File: src/hw/rtl/bhc_pkg.sv
// bhc_pkg: widths, register map, beat and state types and fixed-point
// constants for the boost hysteresis controller. No dependencies.
package bhc_pkg;

  // Field widths
  localparam int LOAD_W  = 16;
  localparam int ID_W    = 22;
  localparam int LEVEL_W = 16;
  localparam int KHZ_W   = 24;
  localparam int THR_W   = 14;

  // Configuration port
  localparam int CFG_IDX_W  = 4;
  localparam int CFG_DATA_W = 24;

  localparam logic [CFG_IDX_W-1:0] REG_THR_MAINS     = 4'd0;
  localparam logic [CFG_IDX_W-1:0] REG_THR_BATTERY   = 4'd1;
  localparam logic [CFG_IDX_W-1:0] REG_TOP_FREQ      = 4'd2;
  localparam logic [CFG_IDX_W-1:0] REG_DISPLAY_MAX   = 4'd3;
  localparam logic [CFG_IDX_W-1:0] REG_MAINS_BOOST   = 4'd4;
  localparam logic [CFG_IDX_W-1:0] REG_MAINS_BASE    = 4'd5;
  localparam logic [CFG_IDX_W-1:0] REG_BATTERY_BASE  = 4'd6;
  localparam logic [CFG_IDX_W-1:0] REG_KBD_PRESENT   = 4'd7;

  // Register reset values
  localparam logic [THR_W-1:0] THR_MAINS_RST   = 14'd900;
  localparam logic [THR_W-1:0] THR_BATTERY_RST = 14'd800;
  localparam logic [KHZ_W-1:0] MAINS_BOOST_RST = 24'd2600000;

  // Percentages, in whole percent of PCT_BASE
  localparam int PCT_BASE             = 100;
  localparam int DISPLAY_PERCENT      = 25;
  localparam int BATTERY_FREQ_PERCENT = 50;
  localparam int PCT_W                = $clog2(PCT_BASE + 1);

  localparam logic [PCT_W-1:0] DISPLAY_PCT = PCT_W'(DISPLAY_PERCENT);
  localparam logic [PCT_W-1:0] BATTERY_PCT = PCT_W'(BATTERY_FREQ_PERCENT);

  // floor(p / PCT_BASE) as (p * RECIP) >> RECIP_SHIFT, exact for p < 2**PROD_W
  localparam int PROD_W      = KHZ_W + PCT_W;
  localparam int RECIP_SHIFT = PROD_W + $clog2(PCT_BASE);
  localparam int RECIP_W     = PROD_W + 1;
  localparam longint unsigned RECIP_L =
    ((64'd1 << RECIP_SHIFT) + 64'(PCT_BASE - 1)) / 64'(PCT_BASE);
  localparam logic [RECIP_W-1:0] RECIP = RECIP_W'(RECIP_L);
  localparam int SCALED_W    = PROD_W + RECIP_W;

  // Exit hysteresis, tenths of a percent
  localparam logic [LOAD_W:0] HYST_TENTHS = 17'd100;

  typedef enum logic [1:0] {
    TR_NONE  = 2'd0,
    TR_ENTER = 2'd1,
    TR_LEAVE = 2'd2
  } trans_t;

  typedef struct packed {
    logic [LOAD_W-1:0]  focused_load;
    logic [ID_W-1:0]    focused_id;
    logic               on_mains;
    logic               boost_allowed;
    logic [LEVEL_W-1:0] display_level;
    logic               display_level_ok;
    logic [LEVEL_W-1:0] keyboard_level;
    logic               keyboard_level_ok;
    logic [KHZ_W-1:0]   current_cap_khz;
  } item_t;

  typedef struct packed {
    logic               boosted;
    trans_t             transition;
    logic               cap_write;
    logic [KHZ_W-1:0]   cap_khz;
    logic               keyboard_write;
    logic [LEVEL_W-1:0] keyboard_value;
    logic               display_write;
    logic [LEVEL_W-1:0] display_value;
    logic               display_dimmed;
  } result_t;

  typedef struct packed {
    logic               boost_on;
    logic               entered_on_mains;
    logic [ID_W-1:0]    boost_owner;
    logic [LEVEL_W-1:0] saved_display;
    logic               saved_display_ok;
    logic [LEVEL_W-1:0] saved_keyboard;
    logic               saved_keyboard_ok;
    logic               dim_active;
    logic [KHZ_W-1:0]   boost_cap_khz;
  } state_t;

  // Register file as seen by the tick logic, with the two derived values
  typedef struct packed {
    logic [THR_W-1:0]   threshold_mains;
    logic [THR_W-1:0]   threshold_battery;
    logic [LEVEL_W-1:0] display_max_level;
    logic [KHZ_W-1:0]   mains_boost_khz;
    logic [KHZ_W-1:0]   mains_baseline_khz;
    logic [KHZ_W-1:0]   battery_baseline_khz;
    logic               keyboard_present;
    logic [LEVEL_W-1:0] display_target;   // dim level, never below 1
    logic [KHZ_W-1:0]   battery_cap_khz;  // boost cap on battery
  } cfg_t;

endpackage

File: src/hw/rtl/boost_hysteresis_controller_core.sv
// boost_hysteresis_controller_core: top level. Input register, tick logic,
// controller state and result register. Uses bhc_pkg, bhc_cfg_regs, bhc_step.
//
//  channel  direction  handshake              beat
//  in       sink       in_valid / in_stall    one tick (load, id, power, levels, cap)
//  out      source     out_valid / out_stall  one result per tick
//  cfg      sink       cfg_valid / cfg_ready  register index and data, always ready
//
// A beat passes the input register, then the result register. One tick per
// cycle sustained while neither out_stall nor the scaler holds it, bounded by
// the controller state loop through bhc_step. A write to top_freq_khz or
// display_max_level runs the scaler; ticks already registered wait for it,
// holding the input stall. Synchronous active-high reset clears state and
// valids; config takes its defaults. A stalled result holds; the input
// register keeps taking beats until it also fills, then in_stall follows out_stall.
module boost_hysteresis_controller_core
  import bhc_pkg::*;
(
  input  logic                  clk,
  input  logic                  rst,
  // tick input
  input  logic                  in_valid,
  output logic                  in_stall,
  input  logic [LOAD_W-1:0]     focused_load,
  input  logic [ID_W-1:0]       focused_id,
  input  logic                  on_mains,
  input  logic                  boost_allowed,
  input  logic [LEVEL_W-1:0]    display_level,
  input  logic                  display_level_ok,
  input  logic [LEVEL_W-1:0]    keyboard_level,
  input  logic                  keyboard_level_ok,
  input  logic [KHZ_W-1:0]      current_cap_khz,
  // result output
  output logic                  out_valid,
  input  logic                  out_stall,
  output logic                  boosted,
  output logic [1:0]            transition,
  output logic                  cap_write,
  output logic [KHZ_W-1:0]      cap_khz,
  output logic                  keyboard_write,
  output logic [LEVEL_W-1:0]    keyboard_value,
  output logic                  display_write,
  output logic [LEVEL_W-1:0]    display_value,
  output logic                  display_dimmed,
  // configuration writes
  input  logic                  cfg_valid,
  output logic                  cfg_ready,
  input  logic [CFG_IDX_W-1:0]  cfg_index,
  input  logic [CFG_DATA_W-1:0] cfg_data
);

  cfg_t    cfg;
  logic    cfg_busy;
  item_t   in_item;
  item_t   tick;        // input register
  logic    tick_valid;
  state_t  st;
  state_t  st_next;
  result_t res_next;
  result_t res;         // result register
  logic    out_free;
  logic    fire;
  logic    in_take;

  assign cfg_ready = 1'b1;

  bhc_cfg_regs u_cfg (
    .clk      (clk),
    .rst      (rst),
    .wr_en    (cfg_valid && cfg_ready),
    .wr_index (cfg_index),
    .wr_data  (cfg_data),
    .cfg      (cfg),
    .busy     (cfg_busy)
  );

  always_comb begin
    in_item.focused_load      = focused_load;
    in_item.focused_id        = focused_id;
    in_item.on_mains          = on_mains;
    in_item.boost_allowed     = boost_allowed;
    in_item.display_level     = display_level;
    in_item.display_level_ok  = display_level_ok;
    in_item.keyboard_level    = keyboard_level;
    in_item.keyboard_level_ok = keyboard_level_ok;
    in_item.current_cap_khz   = current_cap_khz;
  end

  // the tick in the input register is processed when the result register
  // can take it and no derived config value is in flight
  assign out_free = !out_valid || !out_stall;
  assign fire     = tick_valid && out_free && !cfg_busy;
  assign in_stall = tick_valid && !fire;
  assign in_take  = in_valid && !in_stall;

  bhc_step u_step (
    .item    (tick),
    .st      (st),
    .cfg     (cfg),
    .st_next (st_next),
    .res     (res_next)
  );

  always_ff @(posedge clk) begin
    if (rst) begin
      tick_valid <= 1'b0;
      out_valid  <= 1'b0;
      st         <= '0;
    end else begin
      if (in_take) begin
        tick_valid <= 1'b1;
      end else if (fire) begin
        tick_valid <= 1'b0;
      end
      if (fire) begin
        out_valid <= 1'b1;
        st        <= st_next;
      end else if (out_valid && !out_stall) begin
        out_valid <= 1'b0;
      end
    end
  end

  // payload registers
  always_ff @(posedge clk) begin
    if (in_take) begin
      tick <= in_item;
    end
    if (fire) begin
      res <= res_next;
    end
  end

  assign boosted        = res.boosted;
  assign transition     = res.transition;
  assign cap_write      = res.cap_write;
  assign cap_khz        = res.cap_khz;
  assign keyboard_write = res.keyboard_write;
  assign keyboard_value = res.keyboard_value;
  assign display_write  = res.display_write;
  assign display_value  = res.display_value;
  assign display_dimmed = res.display_dimmed;

`ifndef NO_ASSERTIONS
  // entering boost leaves the block boosted
  a_enter_boosted: assert property (@(posedge clk) disable iff (rst)
    out_valid && transition == TR_ENTER |-> boosted)
    else $error("enter beat without boost");

  // leaving boost drops both boost and dimming
  a_leave_clear: assert property (@(posedge clk) disable iff (rst)
    out_valid && transition == TR_LEAVE |-> !boosted && !display_dimmed)
    else $error("leave beat still boosted or dimmed");

  // dimming is only ever held under boost
  a_dim_in_boost: assert property (@(posedge clk) disable iff (rst)
    out_valid && display_dimmed |-> boosted)
    else $error("display dimmed outside boost");

  // no tick is processed while the scaler is still deriving
  a_no_fire_busy: assert property (@(posedge clk) disable iff (rst)
    cfg_busy |=> $stable(st))
    else $error("state moved while config derivation pending");

  // the cap value stays zero without a cap write
  a_idle_zero: assert property (@(posedge clk) disable iff (rst)
    out_valid && !cap_write |-> cap_khz == '0)
    else $error("cap value without cap write");
`endif

endmodule

File: src/hw/rtl/bhc_cfg_regs.sv
// bhc_cfg_regs: configuration register file with a two-stage scaler that
// derives the display dim target and the battery boost cap. Uses bhc_pkg.
module bhc_cfg_regs
  import bhc_pkg::*;
(
  input  logic                  clk,
  input  logic                  rst,
  input  logic                  wr_en,
  input  logic [CFG_IDX_W-1:0]  wr_index,
  input  logic [CFG_DATA_W-1:0] wr_data,
  output cfg_t                  cfg,
  output logic                  busy
);

  logic                  scale_valid;
  logic                  scale_is_disp;
  logic [PROD_W-1:0]     scale_prod;
  logic [SCALED_W-1:0]   scaled;
  logic [KHZ_W-1:0]      quot;
  logic                  derive_req;
  logic [PCT_W-1:0]      pct_sel;
  logic [KHZ_W-1:0]      scale_src;

  assign derive_req = wr_en && (wr_index == REG_TOP_FREQ || wr_index == REG_DISPLAY_MAX);
  assign pct_sel    = (wr_index == REG_DISPLAY_MAX) ? DISPLAY_PCT : BATTERY_PCT;
  assign scale_src  = (wr_index == REG_DISPLAY_MAX) ?
                      {{(KHZ_W-LEVEL_W){1'b0}}, wr_data[LEVEL_W-1:0]} : wr_data[KHZ_W-1:0];

  // second stage: divide by the percent base via reciprocal
  assign scaled = SCALED_W'(scale_prod) * SCALED_W'(RECIP);
  assign quot   = scaled[RECIP_SHIFT +: KHZ_W];
  assign busy   = scale_valid;

  always_ff @(posedge clk) begin
    if (rst) begin
      cfg.threshold_mains      <= THR_MAINS_RST;
      cfg.threshold_battery    <= THR_BATTERY_RST;
      cfg.display_max_level    <= '0;
      cfg.mains_boost_khz      <= MAINS_BOOST_RST;
      cfg.mains_baseline_khz   <= '0;
      cfg.battery_baseline_khz <= '0;
      cfg.keyboard_present     <= 1'b0;
      cfg.display_target       <= LEVEL_W'(1);
      cfg.battery_cap_khz      <= '0;
      scale_valid              <= 1'b0;
    end else begin
      if (wr_en) begin
        unique case (wr_index)
          REG_THR_MAINS:    cfg.threshold_mains      <= wr_data[THR_W-1:0];
          REG_THR_BATTERY:  cfg.threshold_battery    <= wr_data[THR_W-1:0];
          REG_TOP_FREQ:     ;
          REG_DISPLAY_MAX:  cfg.display_max_level    <= wr_data[LEVEL_W-1:0];
          REG_MAINS_BOOST:  cfg.mains_boost_khz      <= wr_data[KHZ_W-1:0];
          REG_MAINS_BASE:   cfg.mains_baseline_khz   <= wr_data[KHZ_W-1:0];
          REG_BATTERY_BASE: cfg.battery_baseline_khz <= wr_data[KHZ_W-1:0];
          REG_KBD_PRESENT:  cfg.keyboard_present     <= wr_data[0];
          default:          ;
        endcase
      end
      scale_valid <= derive_req;
      if (scale_valid) begin
        if (scale_is_disp) begin
          cfg.display_target <= (quot[LEVEL_W-1:0] == '0) ? LEVEL_W'(1) : quot[LEVEL_W-1:0];
        end else begin
          cfg.battery_cap_khz <= quot;
        end
      end
    end
  end

  // first stage: value times percent
  always_ff @(posedge clk) begin
    if (derive_req) begin
      scale_prod    <= PROD_W'(scale_src) * PROD_W'(pct_sel);
      scale_is_disp <= (wr_index == REG_DISPLAY_MAX);
    end
  end

endmodule

File: src/hw/rtl/bhc_step.sv
// bhc_step: per-tick decision logic, entry and exit of boost, writes to
// cap, keyboard and display. Purely combinational. Uses bhc_pkg.
module bhc_step
  import bhc_pkg::*;
(
  input  item_t   item,
  input  state_t  st,
  input  cfg_t    cfg,
  output state_t  st_next,
  output result_t res
);

  logic [THR_W-1:0]  thresh;
  logic [LOAD_W:0]   load_hyst;
  logic              enter_hit;
  logic              exit_hit;
  logic [KHZ_W-1:0]  base_khz;

  assign thresh    = item.on_mains ? cfg.threshold_mains : cfg.threshold_battery;
  assign load_hyst = {1'b0, item.focused_load} + HYST_TENTHS;
  assign enter_hit = item.boost_allowed &&
                     (item.focused_load >= {{(LOAD_W-THR_W){1'b0}}, thresh});
  assign exit_hit  = !item.boost_allowed ||
                     (load_hyst < {{(LOAD_W+1-THR_W){1'b0}}, thresh}) ||
                     (item.focused_id != st.boost_owner) ||
                     (item.on_mains != st.entered_on_mains);
  assign base_khz  = st.entered_on_mains ? cfg.mains_baseline_khz : cfg.battery_baseline_khz;

  always_comb begin
    st_next            = st;
    res.transition     = TR_NONE;
    res.cap_write      = 1'b0;
    res.cap_khz        = '0;
    res.keyboard_write = 1'b0;
    res.keyboard_value = '0;
    res.display_write  = 1'b0;
    res.display_value  = '0;

    if (!st.boost_on) begin
      // track user levels while idle
      if (item.display_level_ok) begin
        st_next.saved_display    = item.display_level;
        st_next.saved_display_ok = 1'b1;
      end
      if (item.keyboard_level_ok) begin
        st_next.saved_keyboard    = item.keyboard_level;
        st_next.saved_keyboard_ok = 1'b1;
      end
      if (enter_hit) begin
        st_next.entered_on_mains = item.on_mains;
        st_next.dim_active       = 1'b0;
        if (item.on_mains) begin
          st_next.boost_cap_khz = cfg.mains_boost_khz;
        end else begin
          res.keyboard_write = cfg.keyboard_present;
          // dim only a display brighter than the target
          if (cfg.display_max_level != '0 && st_next.saved_display_ok &&
              st_next.saved_display > cfg.display_target) begin
            st_next.dim_active = 1'b1;
            res.display_write  = 1'b1;
            res.display_value  = cfg.display_target;
          end
          st_next.boost_cap_khz = cfg.battery_cap_khz;
        end
        res.cap_write       = 1'b1;
        res.cap_khz         = st_next.boost_cap_khz;
        st_next.boost_owner = item.focused_id;
        st_next.boost_on    = 1'b1;
        res.transition      = TR_ENTER;
      end
    end else if (exit_hit) begin
      // cap restored only if nobody else moved it
      if (item.current_cap_khz == st.boost_cap_khz) begin
        res.cap_write = 1'b1;
        res.cap_khz   = base_khz;
      end
      if (!st.entered_on_mains) begin
        if (cfg.keyboard_present && st.saved_keyboard_ok) begin
          res.keyboard_write = 1'b1;
          res.keyboard_value = st.saved_keyboard;
        end
        if (st.dim_active && st.saved_display_ok) begin
          res.display_write = 1'b1;
          res.display_value = st.saved_display;
        end
      end
      st_next.dim_active = 1'b0;
      st_next.boost_on   = 1'b0;
      res.transition     = TR_LEAVE;
    end

    res.boosted        = st_next.boost_on;
    res.display_dimmed = st_next.dim_active;
  end

endmodule

File: config.mk
export PLATFORM = sky130hd
export DESIGN_NAME = boost_hysteresis_controller_core
export DESIGN_NICKNAME = d
export VERILOG_FILES = /design/src/hw/rtl/bhc_pkg.sv /design/src/hw/rtl/boost_hysteresis_controller_core.sv /design/src/hw/rtl/bhc_cfg_regs.sv /design/src/hw/rtl/bhc_step.sv
export SDC_FILE = /design/constraint.sdc
export NUM_CORES = 2
export LEC_CHECK = 0
export BUFFER_PORTS_ARGS = -buffer_cell sky130_fd_sc_hd__buf_2
export CAP_MARGIN = 20
export CORE_MARGIN = 2
export CORE_UTILIZATION = 40
export CTS_CLUSTER_SIZE = 28
export DETAILED_ROUTE_END_ITERATION = 12
export GPL_TIMING_DRIVEN = 0
export PLACE_DENSITY_LB_ADDON = 0.08
export SLEW_MARGIN = 30
export SYNTH_ARGS = -nofsm -noshare
export SYNTH_HDL_FRONTEND = slang
export SYNTH_SLANG_ARGS = --single-unit
File: constraint.sdc
create_clock -name clk -period 8.55 [get_ports clk]
set_input_delay 1.2825 -clock clk [delete_from_list [all_inputs] [get_ports clk]]
set_output_delay 1.2825 -clock clk [all_outputs]
set_load 0.02 [all_outputs]
==> results.cfg <==
[floorplan]
initial_utilization_pct = 40.47
die_w_um = 306.0
dieArea_um2 = 93650
die_y_um = 306.0
core_area_um2 = 90150
pin_count = 197
core.rowCount = 110

[grt]
grt_pass1_vias = 26130
gr-usage-met1_pct = 31.70
antenna_found_initial = 5
met3_usage_pct = 3.650
grt_use_total_pct = 22.58
gr-usage-met2_pct = 36.09
grt-busiest-layer = met2
grt_pass1_wl_um = 158600
grt_overflow = 0
grt_max_degree = 35

[sta]
setup_viol = 0
drv_slew = 0
finalClockSkew_ns = 0.05803
rsz0062_at_grt = no
max-slew-margin-rel_pct = 32.77
setup_slack_ns = 0.3127
min_period_over_period_pct = 96.34
hold_viol = 0
fmax_mhz = 121.4
fin_crit_ns = 8.237
worst_slew_pin_slew_ns = 1.009

[worst_setup_path]
path_max_fanout = 9
worstPathRequired_ns = 9.06
path_cells = ha_1 > inv_1 > fa_1 > fa_1 > inv_1 > fa_1 > fa_1 > fa_1 > inv_1 > fa_1 > inv_1 > ha_1 > a21o_1 > a31o_1 > a221o_1 > a211oi_2 > o21ai_2 > a221oi_4 > xnor2_1 > or4_1 > nand4bb_1 > nor4_2 > a21o_1
reg2regPathDepth = 23
cp_slowest_cell = edfxtp_1
cp-start-kind = flop
end_kind = flop
path_class = flop to flop
crit_top_cell = fa_1
max_stage_delay_ns = 0.78
crit_arrival_ns = 8.74

[cells_and_area]
seq_area_um2 = 10660
nets = 4902
syn2layout_area_growth_pct = 13.18
most-common-layout-cells = 667 x inv_1, 468 x ha_1, 439 x fa_1, 397 x nand2_1, 243 x dfxtp_1
layout_commonest_cell = inv_1
drive_gt1_share_pct = 9.915
nFillCells = 8818
multi_input_area_um2 = 23060

[drt]
wire_per_inst_um = 20.42
ant_nets = 0
viasPerCell = 4.957
wirelength_um = 103700
first_iter_violations = 1627
dr.pass1.iters = 5
vias = 25180
drc = 0

[flow_run]
cap_violations = 0

[clock_tree]
numCtsBuffers = 48
cts.hold.buffers_added = 0
clockBufferDepth = 3
cts_sinks = 436
cts_tree = done
clkLatencyLatePin_ns = 0.61
htreeDepth = 2
cts-root-buf = clkbuf_16
path_clk_slew_ns = 0.06

[logic_synthesis]
synth_top_area_share_pct = 24.09
ys_seq_elements = 436
syn_area_per_cell_um2 = 10.29
synth.yosys.warnings = 0
synth_area_leaders = fa_1 24%, ha_1 16%, edfxtp_1 16%
yosysSeqAreaShare_pct = 29.22
synth.distinct_cells = 81
syn_inst = 3545
synth-async-reset-ratio_pct = 0
synth_edf_count = 193
synthesis.area_um2 = 36480
ys.flop_type = dfxtp_1
yosysTopAreaCell = fa_1

[placed_design]
routabilityCongestion = 0.8859
post-place-ws_ns = -0.4926
hpwl_um = 86610
portBuffers = 195

[hold_path]
holdPathStages = 2
holdCritPathClass = flop to flop

[status]
status = finished clean
critical path, delay by kind of cell (launching register included):
family,cells,cell delay [ns]
adders and majority gates,8,3.90
and+or+nand+nor,3,0.87
AOI/OAI and AO/OA,7,2.05
DFF,1,0.78
buffers and inverters,4,0.33
xor gates and xnor gates,1,0.21
synth_stat cells, types with 30 or more instances:
cell / n
inv_1: 668
ha_1: 468
fa_1: 439
nand2_1: 397
a21oi_1: 243
dfxtp_1: 243
edfxtp_1: 193
nor2_1: 109
clkbuf_1: 98
xnor2_1: 71
and2_1: 64
mux2i_1: 63
o21ai_0: 52
xor2_1: 37
a211oi_1: 32
a21o_1: 30
layout make-up:
cell class	instances	area share, %
flip-flops and latches	436	25.82
plain buffers	105	1.012
well taps	1176	3.563
multi-input cells	2366	55.85
clock buffers	68	3.288
repair buffers	239	3.891
diodes	1	0.006060
inverters	668	6.078
clock inverters	21	0.4939
sequential cells by signal (all words and copies together) (netlist names):
register / cells
u_cfg.cfg: 157
tick: 98
st: 83
u_cfg.scale_prod: 31
cap_khz: 24
display_value: 16
keyboard_value: 16
transition: 2
boosted: 1
cap_write: 1
display_dimmed: 1
display_write: 1
keyboard_write: 1
out_valid: 1
tick_valid: 1
u_cfg.busy: 1
u_cfg.scale_is_disp: 1
layer usage:
metal | up-vias | wire length (um)
met4 | 0 | 2950
met3 | 115 | 5380
met5 | - | 0
li1 | 12160 | -
met2 | 485 | 47150
met1 | 12420 | 48260
cell families after synthesis:
family / Yosys count / share of synthesized area (%)
AO/OA/AOI/OAI: 487 / 8.237
XOR/XNOR: 108 / 2.593
adder cells (fa/ha/maj): 907 / 40.14
buffers and inverters: 773 / 8.014
flip-flops: 436 / 29.22
multiplexers: 79 / 2.222
other: 2 / 0.02058
AND/OR/NAND/NOR: 753 / 9.558
stage by stage:
stage	cells	hold slack, ns	setup TNS [ns]	area, um2	utilization, %
global route	5080	0.4652	0	41290	45.81
detailed placement	4954	0.4418	-2.078	39250	43.54
floorplan	3575	0.4312	0	36600	-
finish	5080	0.4476	0	41290	45.81
CTS	5051	0.4502	0	40940	45.41
global placement	4946	0.4376	-85.65	39040	43.31
final timing paths:
path | endpoint | slack [ns] | startpoint
max | u_cfg.cfg[24] | 0.31 | u_cfg.scale_prod[14]
min reg2reg | st[32] | 0.45 | st[32]
max reg2reg | u_cfg.cfg[24] | 0.31 | u_cfg.scale_prod[14]
min | st[32] | 0.45 | st[32]
what timing repair did:
action / CTS / global route
setup buffers: 8 / 28
setup endpoints to repair: 8 / 9
gates resized for setup: 4 / 2
Power is left out: the tool's default activity adds up to more than one toggle a clock period on the data nets, which glitch-free logic cannot reach.
